$ cat config.mk
export PLATFORM = sky130hd
export DESIGN_NAME = life_grid_generation_step_unit_flat
export DESIGN_NICKNAME = d
export VERILOG_FILES = /design/src/rtl/lgs_pkg.sv /design/src/rtl/lgs_if.sv /design/src/rtl/lgs_row_rule.sv /design/src/rtl/life_grid_generation_step_unit.sv /design/src/flat_wrapper.sv
export SDC_FILE = /design/constraint.sdc
export NUM_CORES = 2
export LEC_CHECK = 0
export ABC_AREA = 1
export BUFFER_PORTS_ARGS = -buffer_cell sky130_fd_sc_hd__clkbuf_2
export CAP_MARGIN = 20
export CORE_MARGIN = 5
export CORE_UTILIZATION = 62
export CTS_BUF_LIST = sky130_fd_sc_hd__clkbuf_4
export DETAILED_ROUTE_END_ITERATION = 10
export HOLD_SLACK_MARGIN = 0.15
export PLACE_DENSITY = 0.8
export SYNTH_ARGS = -nofsm -noshare
export SYNTH_HDL_FRONTEND = slang
export SYNTH_HIERARCHICAL = 1
export SYNTH_SLANG_ARGS = --single-unit
export TNS_END_PERCENT = 20
$ cat constraint.sdc
create_clock -name clk -period 5.4 [get_ports clk]
set_clock_uncertainty 0.1 [all_clocks]
set_input_delay 1.35 -clock clk [delete_from_list [all_inputs] [get_ports clk]]
set_output_delay 1.35 -clock clk [all_outputs]
set_load 0.02 [all_outputs]
$ cat src/rtl/lgs_pkg.sv
// Shared types and constants for the life grid generation step unit.
// No dependencies; every other file imports this package.
package lgs_pkg;

	localparam int GRID_SIZE = 32;
	localparam int ADDR_W    = $clog2(GRID_SIZE);
	localparam int COORD_W   = 5;
	// step counter runs 0 .. GRID_SIZE+1
	localparam int STEP_W    = $clog2(GRID_SIZE + 2);
	localparam int CNT_W     = 4;

	// neighbor counts of the B3/S23 rule
	localparam logic [CNT_W-1:0] BIRTH_COUNT   = CNT_W'(3);
	localparam logic [CNT_W-1:0] SURVIVE_COUNT = CNT_W'(2);

	typedef logic [GRID_SIZE-1:0] row_t;

	typedef enum logic [1:0] {
		OP_WRITE = 2'd0,
		OP_READ  = 2'd1,
		OP_TICK  = 2'd2,
		OP_CLEAR = 2'd3
	} op_t;

	typedef enum logic [4:0] {
		S_IDLE  = 5'b00001,
		S_READ  = 5'b00010,
		S_WRITE = 5'b00100,
		S_TICK  = 5'b01000,
		S_CLEAR = 5'b10000
	} state_t;

endpackage

$ cat src/rtl/lgs_if.sv
// Channel interfaces: operation items in, result items out.
// Depends on lgs_pkg for field widths.
interface lgs_in_if;
	import lgs_pkg::*;
	logic               valid;
	logic               ready;
	logic [1:0]         operation;
	logic [COORD_W-1:0] row;
	logic [COORD_W-1:0] column;
	logic               cell_value;
	modport source (output valid, operation, row, column, cell_value, input ready);
	modport sink   (input valid, operation, row, column, cell_value, output ready);
endinterface

interface lgs_out_if;
	logic valid;
	logic ready;
	logic read_value;
	logic changed;
	logic grid_empty;
	modport source (output valid, read_value, changed, grid_empty, input ready);
	modport sink   (input valid, read_value, changed, grid_empty, output ready);
endinterface

$ cat src/rtl/lgs_row_rule.sv
// One row of the B3/S23 rule: next row from the rows above, at and below.
// Depends on lgs_pkg; cells beyond the left and right edges count as dead.
module lgs_row_rule (
	input  lgs_pkg::row_t above,
	input  lgs_pkg::row_t center,
	input  lgs_pkg::row_t below,
	output lgs_pkg::row_t next_row
);
	import lgs_pkg::*;

	// pad one dead cell on each side
	logic [GRID_SIZE+1:0] a_pad, c_pad, b_pad;

	assign a_pad = {1'b0, above, 1'b0};
	assign c_pad = {1'b0, center, 1'b0};
	assign b_pad = {1'b0, below, 1'b0};

	always_comb begin
		logic [CNT_W-1:0] cnt;
		for (int c = 0; c < GRID_SIZE; c++) begin
			cnt = CNT_W'(a_pad[c]) + CNT_W'(a_pad[c+1]) + CNT_W'(a_pad[c+2])
				+ CNT_W'(c_pad[c]) + CNT_W'(c_pad[c+2])
				+ CNT_W'(b_pad[c]) + CNT_W'(b_pad[c+1]) + CNT_W'(b_pad[c+2]);
			next_row[c] = (cnt == BIRTH_COUNT) || (center[c] && cnt == SURVIVE_COUNT);
		end
	end

endmodule

$ cat src/rtl/life_grid_generation_step_unit.sv
// Top level of the life grid generation step unit: grid row memory, sequencer
// and output register. Depends on lgs_pkg, lgs_in_if/lgs_out_if, lgs_row_rule.
//
//  channel | dir | carries
//  --------+-----+------------------------------------------------
//  item    | in  | operation, row, column, cell_value
//  result  | out | read_value, changed, grid_empty
//
// Read and write: accept, then row read and result; clear: accept, then result.
// A tick: the accept, then steps 0 .. GRID_SIZE+1 of the single row-rule unit
// that the sequencer walks down the grid one row a cycle through the row memory
// (one read and one write port).
// One item is in work at a time; item.ready is high only while idle.
// A result waits in the output register; the next item is accepted meanwhile
// and stalls only at its final cycle.
// Reset clears per-row valid bits, so the grid reads as all dead at once.
module life_grid_generation_step_unit (
	input  logic clk,
	input  logic arst_n,
	lgs_in_if.sink    item,
	lgs_out_if.source result
);
	import lgs_pkg::*;

	localparam logic [STEP_W-1:0] LAST_STEP = STEP_W'(GRID_SIZE + 1);
	localparam logic [STEP_W-1:0] ROWS      = STEP_W'(GRID_SIZE);

	state_t state_q;

	// captured item
	logic [COORD_W-1:0] row_q, col_q;
	logic               val_q;

	// row memory with per-row valid bits
	row_t                mem_q [GRID_SIZE];
	logic [GRID_SIZE-1:0] row_vld_q;
	row_t                rdata_q;
	logic                rd_vld_q;
	row_t                rdata;
	logic                mem_re, mem_we;
	logic [ADDR_W-1:0]   mem_ra, mem_wa;
	row_t                mem_wd;

	// tick window
	logic [STEP_W-1:0] step_q;
	row_t              prev_q, cur_q, below, next_row;
	logic              live_q;

	// output register
	logic out_valid_q, rd_value_q, chg_q, emp_q;
	logic slot_free, in_fire, load;
	logic res_rd, res_chg, res_emp;

	logic in_grid;
	logic old_bit;
	row_t wr_row;
	logic [STEP_W-1:0] wr_step;

	assign item.ready = (state_q == S_IDLE);
	assign in_fire    = item.valid && item.ready;
	assign slot_free  = !out_valid_q || result.ready;

	assign rdata   = rd_vld_q ? rdata_q : '0;
	assign in_grid = (int'(row_q) < GRID_SIZE) && (int'(col_q) < GRID_SIZE);
	assign old_bit = rdata[col_q[ADDR_W-1:0]];
	assign below   = (step_q <= ROWS) ? rdata : '0;
	assign wr_step = step_q - STEP_W'(2);

	always_comb begin
		wr_row = rdata;
		wr_row[col_q[ADDR_W-1:0]] = val_q;
	end

	lgs_row_rule u_rule (
		.above    (prev_q),
		.center   (cur_q),
		.below    (below),
		.next_row (next_row)
	);

	// memory port control and result selection
	always_comb begin
		mem_re  = 1'b0;
		mem_ra  = item.row[ADDR_W-1:0];
		mem_we  = 1'b0;
		mem_wa  = row_q[ADDR_W-1:0];
		mem_wd  = wr_row;
		load    = 1'b0;
		res_rd  = 1'b0;
		res_chg = 1'b0;
		res_emp = 1'b0;
		unique case (state_q)
			S_IDLE: begin
				mem_re = in_fire && (op_t'(item.operation) == OP_READ
					|| op_t'(item.operation) == OP_WRITE);
			end
			S_READ: begin
				load   = slot_free;
				res_rd = in_grid && old_bit;
			end
			S_WRITE: begin
				load    = slot_free;
				res_chg = in_grid && (old_bit != val_q);
				mem_we  = slot_free && res_chg;
			end
			S_TICK: begin
				mem_ra = step_q[ADDR_W-1:0];
				mem_re = step_q < ROWS;
				// write back row step-2 once the window is full
				if (step_q >= STEP_W'(2) && (step_q != LAST_STEP || slot_free)) begin
					mem_we = 1'b1;
					mem_wa = wr_step[ADDR_W-1:0];
					mem_wd = next_row;
				end
				load    = (step_q == LAST_STEP) && slot_free;
				res_emp = !(live_q || (|next_row));
			end
			S_CLEAR: begin
				load    = slot_free;
				res_emp = 1'b1;
			end
			default: ;
		endcase
	end

	always_ff @(posedge clk) begin
		if (mem_we) begin
			mem_q[mem_wa] <= mem_wd;
		end
		if (mem_re) begin
			rdata_q <= mem_q[mem_ra];
		end
	end

	always_ff @(posedge clk or negedge arst_n) begin
		if (!arst_n) begin
			row_vld_q <= '0;
			rd_vld_q  <= 1'b0;
		end else begin
			if (state_q == S_CLEAR && slot_free) begin
				row_vld_q <= '0;
			end else if (mem_we) begin
				row_vld_q[mem_wa] <= 1'b1;
			end
			if (mem_re) begin
				rd_vld_q <= row_vld_q[mem_ra];
			end
		end
	end

	// sequencer
	always_ff @(posedge clk or negedge arst_n) begin
		if (!arst_n) begin
			state_q <= S_IDLE;
			step_q  <= '0;
			live_q  <= 1'b0;
		end else begin
			unique case (state_q)
				S_IDLE: begin
					if (in_fire) begin
						step_q <= '0;
						live_q <= 1'b0;
						case (op_t'(item.operation))
							OP_WRITE: state_q <= S_WRITE;
							OP_READ:  state_q <= S_READ;
							OP_TICK:  state_q <= S_TICK;
							default:  state_q <= S_CLEAR;
						endcase
					end
				end
				S_READ, S_WRITE, S_CLEAR: begin
					if (slot_free) begin
						state_q <= S_IDLE;
					end
				end
				S_TICK: begin
					if (step_q != LAST_STEP) begin
						step_q <= step_q + STEP_W'(1);
						if (step_q >= STEP_W'(2)) begin
							live_q <= live_q || (|next_row);
						end
					end else if (slot_free) begin
						state_q <= S_IDLE;
					end
				end
				default: state_q <= S_IDLE;
			endcase
		end
	end

	// capture the item; slide the three-row window during a tick
	always_ff @(posedge clk) begin
		if (in_fire) begin
			row_q <= item.row;
			col_q <= item.column;
			val_q <= item.cell_value;
		end
		if (state_q == S_TICK && step_q != LAST_STEP) begin
			if (step_q == '0) begin
				prev_q <= '0;
				cur_q  <= '0;
			end else begin
				prev_q <= cur_q;
				cur_q  <= below;
			end
		end
	end

	// output register: hold until taken
	always_ff @(posedge clk or negedge arst_n) begin
		if (!arst_n) begin
			out_valid_q <= 1'b0;
		end else if (load) begin
			out_valid_q <= 1'b1;
		end else if (result.ready) begin
			out_valid_q <= 1'b0;
		end
	end

	always_ff @(posedge clk) begin
		if (load) begin
			rd_value_q <= res_rd;
			chg_q      <= res_chg;
			emp_q      <= res_emp;
		end
	end

	assign result.valid      = out_valid_q;
	assign result.read_value = rd_value_q;
	assign result.changed    = chg_q;
	assign result.grid_empty = emp_q;

endmodule

$ cat src/flat_wrapper.sv
// flat-port wrapper written by rule: the top's interface ports become plain ports
module life_grid_generation_step_unit_flat import lgs_pkg::*;
  (clk, arst_n, item_valid, item_operation, item_row, item_column, item_cell_value, item_ready, result_valid, result_read_value, result_changed, result_grid_empty, result_ready);
  lgs_in_if item_i ();
  lgs_out_if result_i ();
  input  logic clk;
  input  logic arst_n;
  input wire logic [$bits(item_i.valid)-1:0] item_valid;
  input wire logic [$bits(item_i.operation)-1:0] item_operation;
  input wire logic [$bits(item_i.row)-1:0] item_row;
  input wire logic [$bits(item_i.column)-1:0] item_column;
  input wire logic [$bits(item_i.cell_value)-1:0] item_cell_value;
  output wire logic [$bits(item_i.ready)-1:0] item_ready;
  output wire logic [$bits(result_i.valid)-1:0] result_valid;
  output wire logic [$bits(result_i.read_value)-1:0] result_read_value;
  output wire logic [$bits(result_i.changed)-1:0] result_changed;
  output wire logic [$bits(result_i.grid_empty)-1:0] result_grid_empty;
  input wire logic [$bits(result_i.ready)-1:0] result_ready;
  assign item_i.valid = item_valid;
  assign item_i.operation = item_operation;
  assign item_i.row = item_row;
  assign item_i.column = item_column;
  assign item_i.cell_value = item_cell_value;
  assign item_ready = item_i.ready;
  assign result_valid = result_i.valid;
  assign result_read_value = result_i.read_value;
  assign result_changed = result_i.changed;
  assign result_grid_empty = result_i.grid_empty;
  assign result_i.ready = result_ready;
  life_grid_generation_step_unit u_core (.clk(clk), .arst_n(arst_n), .item(item_i), .result(result_i));
endmodule
==> run metrics <==
status complete, no violations; FF-to-FF path depth 23; Routed WL 137500 um; FF+latch count, synth 1180; Finished Cell Area 60840 um2; Ports 22; crit end category flop; final period demand of the worst path 5.166 ns; synth-to-layout area growth 9.657%; DP Cell Count 6002; Pint 18.48 mW; combinational fraction of design power 0.363; Initial Util 0.6259; worst hold-check path type in2async; WS Path Type reg2reg; sequential fraction of the synthesis area 0.6345; DR vias 39050; Chip Height 309.1 um; Slew headroom 0.2307; Static Leak 23.85 nW; routed wire length per instance 21.20 um; H-tree lvl count 5; non-filler instance count after layout 6484; commonest non-fill, non-tap cell in the layout edfxtp_1; initial antenna violation count 1; post-synth cell types 44; Worst Path Arrival 5.97 ns; Residual DRC 0; CP max FO 20; number of hold buffers added after CTS 0; CP peak stage delay 0.56 ns; Sw Share 0.3702; DIE AREA 95570 um2; IO buf count 21; CTS buffer count 306; syn_nets 5196; Critical Path RT 6.21 ns; largest net degree at the start of global routing 200; setup bufs post-CTS 0; vias per inst 6.023; CTS Sinks 1180; later-pin clock latency in the skew report 1.14 ns; most frequent CP cell nand2_1; PwrDens 482.2 nW/um2; Worst path slowest cell fa_1; first-pass GRT wire length 211500 um; main flop type after synthesis edfxtp_1; Setup TNS 0 ns; clk root buf clkbuf_4; Placement Cell Area 57320 um2; clock share of power 0.242; sequential share of power 0.395; vias in the first global route 38210; syn avg cell area 11.19 um2; iteration count of the initial detailed-routing pass 6; Max rail drop VDD 0.2345 mV; Core Area 88650 um2; GP Congestion 0.8986; TritonCTS clock tree done; Bufs on Longest Clock Path 4; Post-synth ARST share 0.03898; switching power 10.86 mW; width of the die 309.1 um; Final setup viols 0; area occupied by multi-input gates 16470 um2; standard-cell rows 109; Post-synth EDFFs 1134; Final #Nets 5384; DR iter-0 viols 5432; RSZ-0062 raised after global routing no; clk slew on worst S/H paths 0.06 ns; Final period util 0.9566; leading cell types in the layout, fill and taps excluded edfxtp_1, inv_1, nand2_1; DP HPWL 78160 um; share of cells above drive strength 1 0.1294; CP Cell Sequence inv_2 -> nand2_1 -> nor2_2 -> nand2_1 -> nand2_1 -> inv_4 -> nor2_1 -> inv_1 -> fa_1 -> fa_1 -> fa_1 -> inv_1 -> ha_1 -> fa_1 -> inv_1 -> nand2_1 -> nand3_1 -> a21oi_1 -> nor4_1 -> nand4_1 -> nor2_2 -> nand2_1 -> o21ai_0; Max Cap Viol 0; post-route ant nets 0; worst-margin pin slew 1.150 ns; f_max 0.1936 GHz; Netlist Area Pre-Place 55480 um2; Slew Viols, Final 0; fillers 6101; grt total ovfl 0; startpoint type of the worst setup path flop; Mapped Cells 4957; Yosys warnings 6; FF/Latch Area 35210 um2; Final Hold Vio Count 0; Total GRT Usage 0.2871
==> layout make-up <==
cell class | instances | area share
Inverter | 717 | 0.04450
Timing Repair Buffer | 155 | 0.02511
Tap cell | 1165 | 0.02396
Sequential cell | 1180 | 0.5787
Antenna cell | 1 | 0.00004113
Multi-Input combinational cell | 2785 | 0.2707
Clock buffer | 420 | 0.05183
Clock inverter | 61 | 0.005224
==> through the flow <==
stage / setup WS [ns] / power, mW / hold WS, ns / util
2_1_floorplan: 0.7683 / 18.93 / 0.3686 / -
3_3_place_gp: 0.2136 / 21.49 / 0.3965 / 0.6466
3_5_place_dp: 0.05321 / 22.07 / 0.4065 / 0.6466
4_1_cts: 0.009477 / 29.19 / 0.1708 / 0.6858
5_1_grt: 0.001806 / 31.24 / 0.2353 / 0.6863
6_report: 0.2345 / 29.34 / 0.2574 / 0.6863
==> routing by layer <==
metal	track usage	routed length, um	share of wire	vias up
met1	0.3882	51660	0.38	18530
met5	0	0	0	-
met3	0.06319	15840	0.12	391
li1	-	-	-	17660
met2	0.4587	65160	0.47	2469
met4	0.1209	4829	0.035	0
==> final timing paths <==
path	start	endpoint	slack, ns
worst max-delay path	u_core/step_q[3]	u_core/result.grid_empty	0.23
worst min-delay path	arst_n	u_core/row_vld_q[9]	0.26
worst max register to register	u_core/step_q[3]	u_core/result.grid_empty	0.23
worst min register to register	u_core/cur_q[13]	u_core/prev_q[13]	0.42
max in group asynchronous	arst_n	u_core/live_q	4.47
min in group clk	item_cell_value	u_core/val_q	0.32
==> sequential cells by signal, summed over array words and instances (netlist names), 6 cells and up <==
signal	flops
u_core/prev_q	32
u_core/mem_q	1024
u_core/rdata_q	32
u_core/row_vld_q	32
u_core/cur_q	32
u_core/step_q	6
==> cell families after synthesis <==
kind of cell / Yosys count / share of synthesized area
AND/OR/NAND/NOR: 1408 / 0.1087
flip-flops: 1180 / 0.6345
AO/OA/AOI/OAI: 1153 / 0.1147
buffers and inverters: 992 / 0.07492
adder cells (fa/ha/maj): 222 / 0.06684
XOR/XNOR: 2 / 0.0003158
==> power groups by stage <==
stage	registers [mW]	clock network, mW	logic, mW
3_3_place_gp	11.8	0	9.72
4_1_cts	11.6	7.24	10.4
5_1_grt	11.6	7.76	11.9
6_report	11.6	7.11	10.6
2_1_floorplan	11.8	0	7.18
3_5_place_dp	11.8	0	10.3
==> worst max-delay path, delay by kind of cell, from the launching register on <==
kind,cells,cell delay (ns)
adder cells (fa/ha/maj),5,2.07
AND/OR/NAND/NOR,11,1.75
buffers and inverters,5,0.46
flip-flops,1,0.38
AO/OA/AOI/OAI,2,0.20
==> synthesized netlist by cell type (8+ instances only) <==
| cell | number | area, um2 |
|---|---|---|
| edfxtp_1 | 1134 | 34050 |
| inv_1 | 698 | 2620 |
| nand2_1 | 649 | 2436 |
| o21ai_0 | 513 | 2567 |
| nor2_1 | 335 | 1257 |
| a21oi_1 | 311 | 1556 |
| nand3_1 | 305 | 1526 |
| o211ai_1 | 225 | 1689 |
| clkbuf_1 | 137 | 514.2 |
| fa_1 | 124 | 2482 |
| ha_1 | 98 | 1226 |
| o21ai_1 | 96 | 480.5 |
| buf_2 | 66 | 330.3 |
| dfrtp_1 | 45 | 1126 |
| nand4_1 | 44 | 275.3 |
| nor3_1 | 38 | 190.2 |
| buf_6 | 30 | 337.8 |
| buf_4 | 29 | 217.7 |
| inv_2 | 15 | 56.30 |
| buf_1 | 10 | 37.54 |
| nor4_1 | 8 | 50.05 |
==> what timing repair did <==
item,in CTS,in global routing
setup endpoints to repair,0,147
resized for setup,0,13
endpoints found under the hold margin,0,0
Power figures use the tool's default switching activity.
